==> config.mk <==
export PLATFORM = sky130hd
export DESIGN_NAME = htvg_queue
export DESIGN_NICKNAME = d
export VERILOG_FILES = /design/src/rtl/htvg_pkg.sv /design/src/rtl/htvg_queue.sv
export SDC_FILE = /design/constraint.sdc
export NUM_CORES = 1
export LEC_CHECK = 0
export BUFFER_PORTS_ARGS = -buffer_cell sky130_fd_sc_hd__buf_4
export CAP_MARGIN = 5
export CORE_UTILIZATION = 52
export DETAILED_ROUTE_END_ITERATION = 16
export PLACE_DENSITY = 0.89
export RECOVER_POWER = 25
export SLEW_MARGIN = 20
export SYNTH_ARGS = -nofsm -noshare
export SYNTH_HDL_FRONTEND = slang
export SYNTH_SLANG_ARGS = --single-unit
==> constraint.sdc <==
create_clock -name clk -period 6.9 [get_ports clk]
set_input_delay 0.69 -clock clk [delete_from_list [all_inputs] [get_ports clk]]
set_output_delay 0.69 -clock clk [all_outputs]
set_load 0.05 [all_outputs]
==> src/rtl/htvg_pkg.sv <==
// Shared types and constants of the heightmap terrain vertex generator.
// Used by every module of the block; depends on nothing else.
package htvg_pkg;

	// Column and row fields of a queued vertex request, wide enough for the
	// largest grid the block can be built for.
	localparam int CNT_W = 11;

	// Shared divider: numerator, divisor and quotient widths.
	localparam int NUM_W = 38;
	localparam int DEN_W = 24;
	localparam int QUO_W = 17;

	// Normal length datapath.
	localparam int DXM_W = 22;
	localparam int SQ_W  = 46;
	localparam int LEN_W = 23;

	// Configuration register indexes.
	localparam logic [1:0] REG_GRID   = 2'd0;
	localparam logic [1:0] REG_HSCALE = 2'd1;
	localparam logic [1:0] REG_SIZE_X = 2'd2;
	localparam logic [1:0] REG_SIZE_Z = 2'd3;

	// One vertex request handed from the front to the back.
	typedef struct packed {
		logic [CNT_W-1:0] col;
		logic [CNT_W-1:0] row;
		logic signed [15:0] h;
		logic signed [15:0] hl;
		logic signed [15:0] hr;
		logic signed [15:0] hd;
		logic signed [15:0] hu;
	} job_t;

	typedef enum logic {
		F_IDLE,
		F_EXEC
	} front_state_t;

	typedef enum logic [3:0] {
		B_IDLE,
		B_MUL,
		B_RND,
		B_SQ,
		B_SUM,
		B_SQRT,
		B_DIV_GO,
		B_DIV_WAIT,
		B_OUT
	} back_state_t;

	typedef enum logic [2:0] {
		DV_NX,
		DV_NY,
		DV_NZ,
		DV_PX,
		DV_PZ,
		DV_TU,
		DV_TV
	} div_sel_t;

endpackage

==> src/rtl/htvg_queue.sv <==
// Two-entry request queue between the front and the back end.
// Depends on htvg_pkg for the request type.
module htvg_queue (
	input  logic           clk,
	input  logic           arst_n,
	input  logic           push,
	input  htvg_pkg::job_t din,
	output logic           full,
	input  logic           pop,
	output htvg_pkg::job_t dout,
	output logic           empty
);
	import htvg_pkg::*;

	job_t       slots_q [2];
	logic       wr_q, rd_q;
	logic [1:0] cnt_q;

	assign full  = (cnt_q == 2'd2);
	assign empty = (cnt_q == 2'd0);
	assign dout  = slots_q[rd_q];

	always_ff @(posedge clk) begin
		if (push) slots_q[wr_q] <= din;
	end

	always_ff @(posedge clk or negedge arst_n) begin
		if (!arst_n) begin
			wr_q  <= 1'b0;
			rd_q  <= 1'b0;
			cnt_q <= 2'd0;
		end else begin
			if (push) wr_q <= ~wr_q;
			if (pop) rd_q <= ~rd_q;
			unique case ({push, pop})
				2'b10:   cnt_q <= cnt_q + 2'd1;
				2'b01:   cnt_q <= cnt_q - 2'd1;
				default: cnt_q <= cnt_q;
			endcase
		end
	end

endmodule

==> results of run 1 <==
==> final timing paths <==
| path | from | endpoint | slack [ns] | cells past startpoint |
|---|---|---|---|---|
| worst min register to register | cnt_q[1]$_DFFE_PN0P_ | cnt_q[1]$_DFFE_PN0P_ | 0.52 | 1 |
| worst max-delay path | rd_q$_DFFE_PN0P_ | dout[77] | 3.50 | 3 |
| worst max register to register | wr_q$_DFFE_PN0P_ | slots_q[0][64]$_DFFE_PP_ | 4.47 | 2 |
| worst min-delay path | din[42] | slots_q[0][42]$_DFFE_PP_ | 0.39 | 1 |
| min in group asynchronous | arst_n | wr_q$_DFFE_PN0P_ | 0.58 | 2 |
| max in group asynchronous | arst_n | rd_q$_DFFE_PN0P_ | 6.20 | 2 |
==> logic make-up (layout without fill, tap and decap cells) <==
logic type	after synthesis	count (layout)	share of synthesized area, %
mux	102	102	15.2
flops	208	208	82.4
simple gates	5	5	0.315
xor+xnor	5	5	0.579
buf+inv	12	250	1.39
fa+ha+maj	1	1	0.165
==> stage by stage <==
step | utilization [%] | hold slack [ns] | std cells
global placement | 66.1 | 0.472 | 714
CTS | 70.8 | 0.370 | 751
floorplan | - | 0.394 | 333
finish | 70.5 | 0.391 | 751
global route | 70.5 | 0.381 | 751
detailed placement | 66.1 | 0.489 | 714
==> final cells by class <==
class                   count  area, sq um
multi-input cells         113         1240
repair buffers            213         1550
fillers                   880         4150
flip-flops and latches    208         6230
well taps                 180          225
inverters                   1         3.75
clock inverters            10          104
clock buffers              26          544
==> state kept, by name, summed over array words and instances, names as in the netlist <==
signal   count
slots_q    204
cnt_q        2
rd_q         1
wr_q         1
==> repair_timing <==
item	in CTS	in global routing
buffers inserted	0	0
hold endpoints to repair	4	0
hold buffers	1	0
==> layer usage <==
layer,vias up,part of all wire [%]
li1,1775,-
met1,1896,38
met2,168,52
met3,29,7.8
met4,0,2.5
met5,-,0
==> power breakdown <==
| group | total, mW | internal, mW | switching (mW) |
|---|---|---|---|
| clock | 1.07 | 0.634 | 0.434 |
| sequential | 1.80 | 1.68 | 0.119 |
| combinational | 1.96 | 0.644 | 1.32 |
==> cells in the mapped netlist, drive strengths merged <==
cell type and instances:
dfrtp 4, and2 1, nor2b 1, xnor2 2
nor2 3, xor2 3, ha 1, edfxtp 204
mux2 102, inv 1, buf 11
==> key figures, run 1 <==
Clock network
  – CTS clk-pin slew, worst paths: 0.06 ns
  – TritonCTS clock tree: yes
  – Sink Count: 208
  – Post_cts resized: 0
  – Clock Latency Late Sink: around 0.48 ns
  – CTS buffer count: 21
  – Root Buffer: clkbuf_16
  – Max Buffers Root-to-Sink: 3
  – Max H-tree Level: 1

Global routing
  – Largest net degree at the start of global routing: 77
  – Vias in the first global route: roughly 4,200
  – GR peak layer: met2
  – GR Util met3: 5.30%
  – GRT Util Overall: 18.5%
  – Grt met2 use: 33.5%
  – First-pass GRT wire length: ~21,000 um
  – Initial antenna violation count: 0
  – Remaining Overflow, GRT: 0
  – Grt met1 use: 20.9%

Setup path
  – Crit-path max FO: 53
  – Req. time, crit path: between 6 and 7 ns
  – CP peak stage delay: approximately 0.87 ns
  – Cell family with most CP delay: buffers and inverters
  – CP max stage cell: dfrtp_4
  – Worst EP arrival: 2.71 ns
  – Buf+Inv Stages, Crit Path: 2
  – Setup CP Type: reg -> out
  – Crit start category: register
  – Crit. End Element: output pin
  – Worst path cell trace: buf_4 -> mux2_2 -> buf_4
  – CP most frequent cell: buf_4

Place
  – Final HPWL DP: 9230 um
  – Area after DPL: roughly 9300 sq um
  – Setup WS pre-CTS: 3.98 ns
  – Routability cong.: 0.713
  – # port buffers: 209

STA
  – Slew @ Worst Pin: ~1 ns
  – Max Slew Vio Count: 0
  – Final setup TNS: 0 ns
  – Skew final: 0.00794 ns
  – Final Cycle Share: 49.3%
  – Final Hold Fails: 0
  – Slew headroom: 31.7%
  – Max Fclk: around 0.29 GHz
  – PnR worst setup slack: ~3.5 ns
  – RSZ-0062 raised after global routing: false
  – Final setup vio count: 0
  – Final min period: 3.40 ns

Cells and area
  – Diodes inserted: 0
  – Nets: 665
  – Layout cell share with drive strength beyond 1: 57.6%
  – Post-route cell area: 9890 sq um
  – Commonest cells after routing, fill and taps aside: edfxtp_1, buf_4, mux2_2
  – Most common cell after layout, fill and taps aside: edfxtp_1
  – Area grow syn2layout: 30.9%

Synthesis
  – Register area share after synthesis: 82.4%
  – Mean Syn Cell Area: 22.7 sq um
  – Top post-synthesis cells by area: edfxtp_1, mux2_2, dfrtp_1, buf_6, xor2_1
  – YS warnings: 0
  – Syn Inst Count: ~330
  – Area share of the largest cell type after synthesis: 81.0%
  – Mapped cell area: 7560 sq um
  – Mapped Nets: 440
  – #FFs+latches synth: 208
  – Yosys top cell by area: edfxtp_1
  – Distinct cell type count after synthesis: 13

Min path
  – Hold WC Path Type: in -> reg

Power and ir drop
  – Total power: between 4 and 5 mW
  – Leak Pwr: 3.68 nW
  – Power Density: ~490 nW/um^2
  – Worst VDD drop: approximately 0.34 mV

Route
  – Drt drc: 0
  – Post-Route WL: about 14,000 um
  – Routed length per placed instance: 18.8 um
  – Post-DRT Antenna Nets: 0
  – Initial DRC count: 200
  – Vias per Instance: slightly above 5
  – Detailed Routing Iterations Pass 1: 4
  – Vias post-DR: 3,868

Floorplan
  – CORE AREA: 14,000 sq um
  – Die Span X: 123 um
  – Top Ports: 210
  – Initial Util: a little over half
  – Chip height: about 120 um
  – Die area: around 15,000 sq um
  – Rows: 43

Status
  – Outcome: complete, no violations

Run
  – Max_cap viols: 0
(Power assumes the default switching activity.)
==> run 2: changes to the inputs <==
- CORE_UTILIZATION: 52 -> 47
- PLACE_DENSITY: 0.89 -> 0.85
- clock period: 6.9 -> 2.95 ns (I/O delays scaled with it)
==> key figures, run 2 (same netlist as run 1, synthesis figures left out) <==
Place
  – Final HPWL DP: 9330 um (was 9230 um)
  – Routability cong.: 0.744 (was 0.713)
  – # port buffers: 209 (unchanged)
  – Setup WS pre-CTS: 0.928 ns (was 3.98 ns)

Cells and area
  – Max FFs per register: 204 (unchanged)
  – Layout cell share with drive strength beyond 1: 49.4% (was 57.6%)
  – Commonest cells after routing, fill and taps aside: edfxtp_1, buf_4, mux2_2, dlygate4sd3_1, clkbuf_4 (was edfxtp_1, buf_4, mux2_2)
  – Largest Register: slots_q (unchanged)
  – Nets: 769 (was 665)
  – Most common cell after layout, fill and taps aside: edfxtp_1 (unchanged)
  – Biggest regs: slots_q x204, cnt_q x2 (unchanged)
  – Area grow syn2layout: 45.2% (was 30.9%)
  – # fillers: 981 (was 880)

Global routing
  – Vias in the first global route: 4,634 (was 4,193)
  – First-pass GRT wire length: 23,900 um (was 20,800 um)
  – GRT Util Overall: 19.0% (was 18.5%)
  – Remaining Overflow, GRT: 0 (unchanged)
  – Initial antenna violation count: 2 (was 0)
  – Largest net degree at the start of global routing: 53 (was 77)

Run
  – Max_cap viols: 0 (unchanged)

Setup path
  – Worst path cell trace: buf_4 -> mux2_2 -> buf_4 (unchanged)
  – CP max stage cell: dfrtp_4 (unchanged)
  – CP peak stage delay: 0.77 ns (was 0.87 ns)
  – Req. time, crit path: 2.65 ns (was 6.21 ns)
  – Buf+Inv Stages, Crit Path: 2 (unchanged)
  – Setup CP Type: reg -> out (unchanged)
  – Crit. End Element: output pin (unchanged)
  – Worst EP arrival: 2.22 ns (was 2.71 ns)
  – Crit-path max FO: 38 (was 53)
  – CP most frequent cell: buf_4 (unchanged)
  – Crit start category: register (unchanged)
  – Cell family with most CP delay: flip-flops (was buffers and inverters)

Power and ir drop
  – Clk pwr share: 20.8% (was 22.1%)
  – Net load switching power: 4.44 mW (was 1.87 mW)
  – Comb power frac: 42.5% (was 40.6%)
  – Internal power: 6.96 mW (was 2.96 mW)
  – Power Density: 1040 nW/um^2 (was 488 nW/um^2)
  – Reg power frac: 36.7% (was 37.3%)
  – Sw frac: 39.0% (was 38.8%)
  – Leak Pwr: 4.12 nW (was 3.68 nW)
  – Worst VDD drop: 0.778 mV (was 0.339 mV)

Floorplan
  – Rows: 45 (was 43)
  – Initial Util: 49.0% (was 53.8%)
  – CORE AREA: 15,400 sq um (was 14,000 sq um)
  – Die Span X: 129 um (was 123 um)
  – Die area: 16,600 sq um (was 15,000 sq um)
  – Top Ports: 210 (unchanged)
  – Chip height: 129 um (was 123 um)

Clock network
  – Clock Latency Late Sink: 0.48 ns (about the same)
  – Sink Count: 208 (unchanged)
  – Max Buffers Root-to-Sink: 3 (unchanged)
  – CTS buffer count: 21 (unchanged)
  – TritonCTS clock tree: yes (unchanged)
  – CTS clk-pin slew, worst paths: 0.06 ns (about the same)
  – Root Buffer: clkbuf_16 (unchanged)
  – Max H-tree Level: 1 (unchanged)
  – Post_cts resized: 0 (unchanged)

STA
  – Slew headroom: 64.9% (was 31.7%)
  – PnR worst setup slack: 0.439 ns (was 3.50 ns)
  – Final setup vio count: 0 (unchanged)
  – Skew final: 0.00522 ns (was 0.00794 ns)
  – Final Cycle Share: between 80% and 90%
  – Slew @ Worst Pin: 0.526 ns (was 1.02 ns)
  – Final setup TNS: 0 ns (unchanged)
  – Max Slew Vio Count: 0 (unchanged)
  – RSZ-0062 raised after global routing: false (unchanged)
  – Final Hold Fails: 0 (unchanged)
  – Final min period: roughly 2.5 ns
  – Max Fclk: 0.398 GHz

Route
  – Vias post-DR: 4,303 (was 3,868)
  – Post-Route WL: 15,900 um (was 14,100 um)
  – Initial DRC count: 234 (was 200)
  – Routed length per placed instance: 18.0 um (was 18.8 um)
  – Drt drc: 0 (unchanged)
  – Detailed Routing Iterations Pass 1: 5 (was 4)
  – Post-DRT Antenna Nets: 0 (unchanged)
  – Vias per Instance: 4.85 (was 5.15)

Min path
  – Hold WC Path Type: in -> reg (unchanged)

Status
  – Outcome: complete, no violations (unchanged)
-- run 2: cell count changes in the layout (fill, tap and decap cells not counted), sizes merged, moves of 2 or more --
cell / before / now
diode: 0 / 2
clkbuf: 96 / 92
dlygate4sd3: 1 / 102
buf: 142 / 150
-- run 2: routing by layer --
layer	share of wire, %	wire (um)	vias to the layer above	GRT usage [%]
met4	2.5	396	0	6.64
met2	52	8350	175	34.6
met1	39	6230	2108	22.1
met3	6.1	974	39	4.16
li1	-	-	1981	-
met5	0	0	-	0
-- run 2: final timing paths --
path	start	end	slack (ns)	cells past startpoint
worst max-delay path	rd_q$_DFFE_PN0P_	dout[50]	0.44	3
max in group asynchronous	arst_n	rd_q$_DFFE_PN0P_	2.52	2
worst min-delay path	push	wr_q$_DFFE_PN0P_	0.02	2
worst max register to register	wr_q$_DFFE_PN0P_	slots_q[0][57]$_DFFE_PP_	1.15	2
worst min register to register	cnt_q[1]$_DFFE_PN0P_	cnt_q[1]$_DFFE_PN0P_	0.52	1
min in group asynchronous	arst_n	wr_q$_DFFE_PN0P_	0.20	2
-- run 2: final cells by class --
type	count	area [sq um]	share of cell area, %
antenna	2	5.00	0.0456
clock inverter	8	58.8	0.536
sequential	208	6230	56.7
clock buffer	27	548	4.99
timing repair buffer	317	2630	24.0
tap	211	264	2.40
inverter	1	3.75	0.0342
multi-input combinational	113	1240	11.3
-- run 2: power groups by stage --
stage	combinational [mW]	sequential, mW	clock [mW]
after global routing	5.02	4.23	2.54
after detailed placement	4.74	4.23	0
after CTS	4.87	4.17	2.42
after global placement	4.69	4.19	0
final	4.85	4.18	2.38
after floorplan	3.55	4.09	0
-- run 2: worst reg2reg max path, delay by kind of cell, from the launching register on --
kind                   cells  cell delay, ns
and+or+nand+nor            1            0.45
DFF                        1            0.44
buffers and inverters      1            0.51
-- run 2: repair_timing --
action,CTS,global route
hold endpoints to repair,195,8
setup buffers,0,0
hold buffers,98,4
-- run 2: through the flow --
stage	utilization (%)	instance area (sq um)	instances	hold slack, ns	total power [mW]
finish	71.2	11000	887	0.0201	11.4
detailed placement	60.9	9390	748	0.0961	8.98
floorplan	-	7570	333	-0.000591	7.65
CTS	71.1	11000	881	0.000430	11.5
global route	71.2	11000	887	0.0161	11.8
global placement	60.9	9390	748	0.0910	8.88
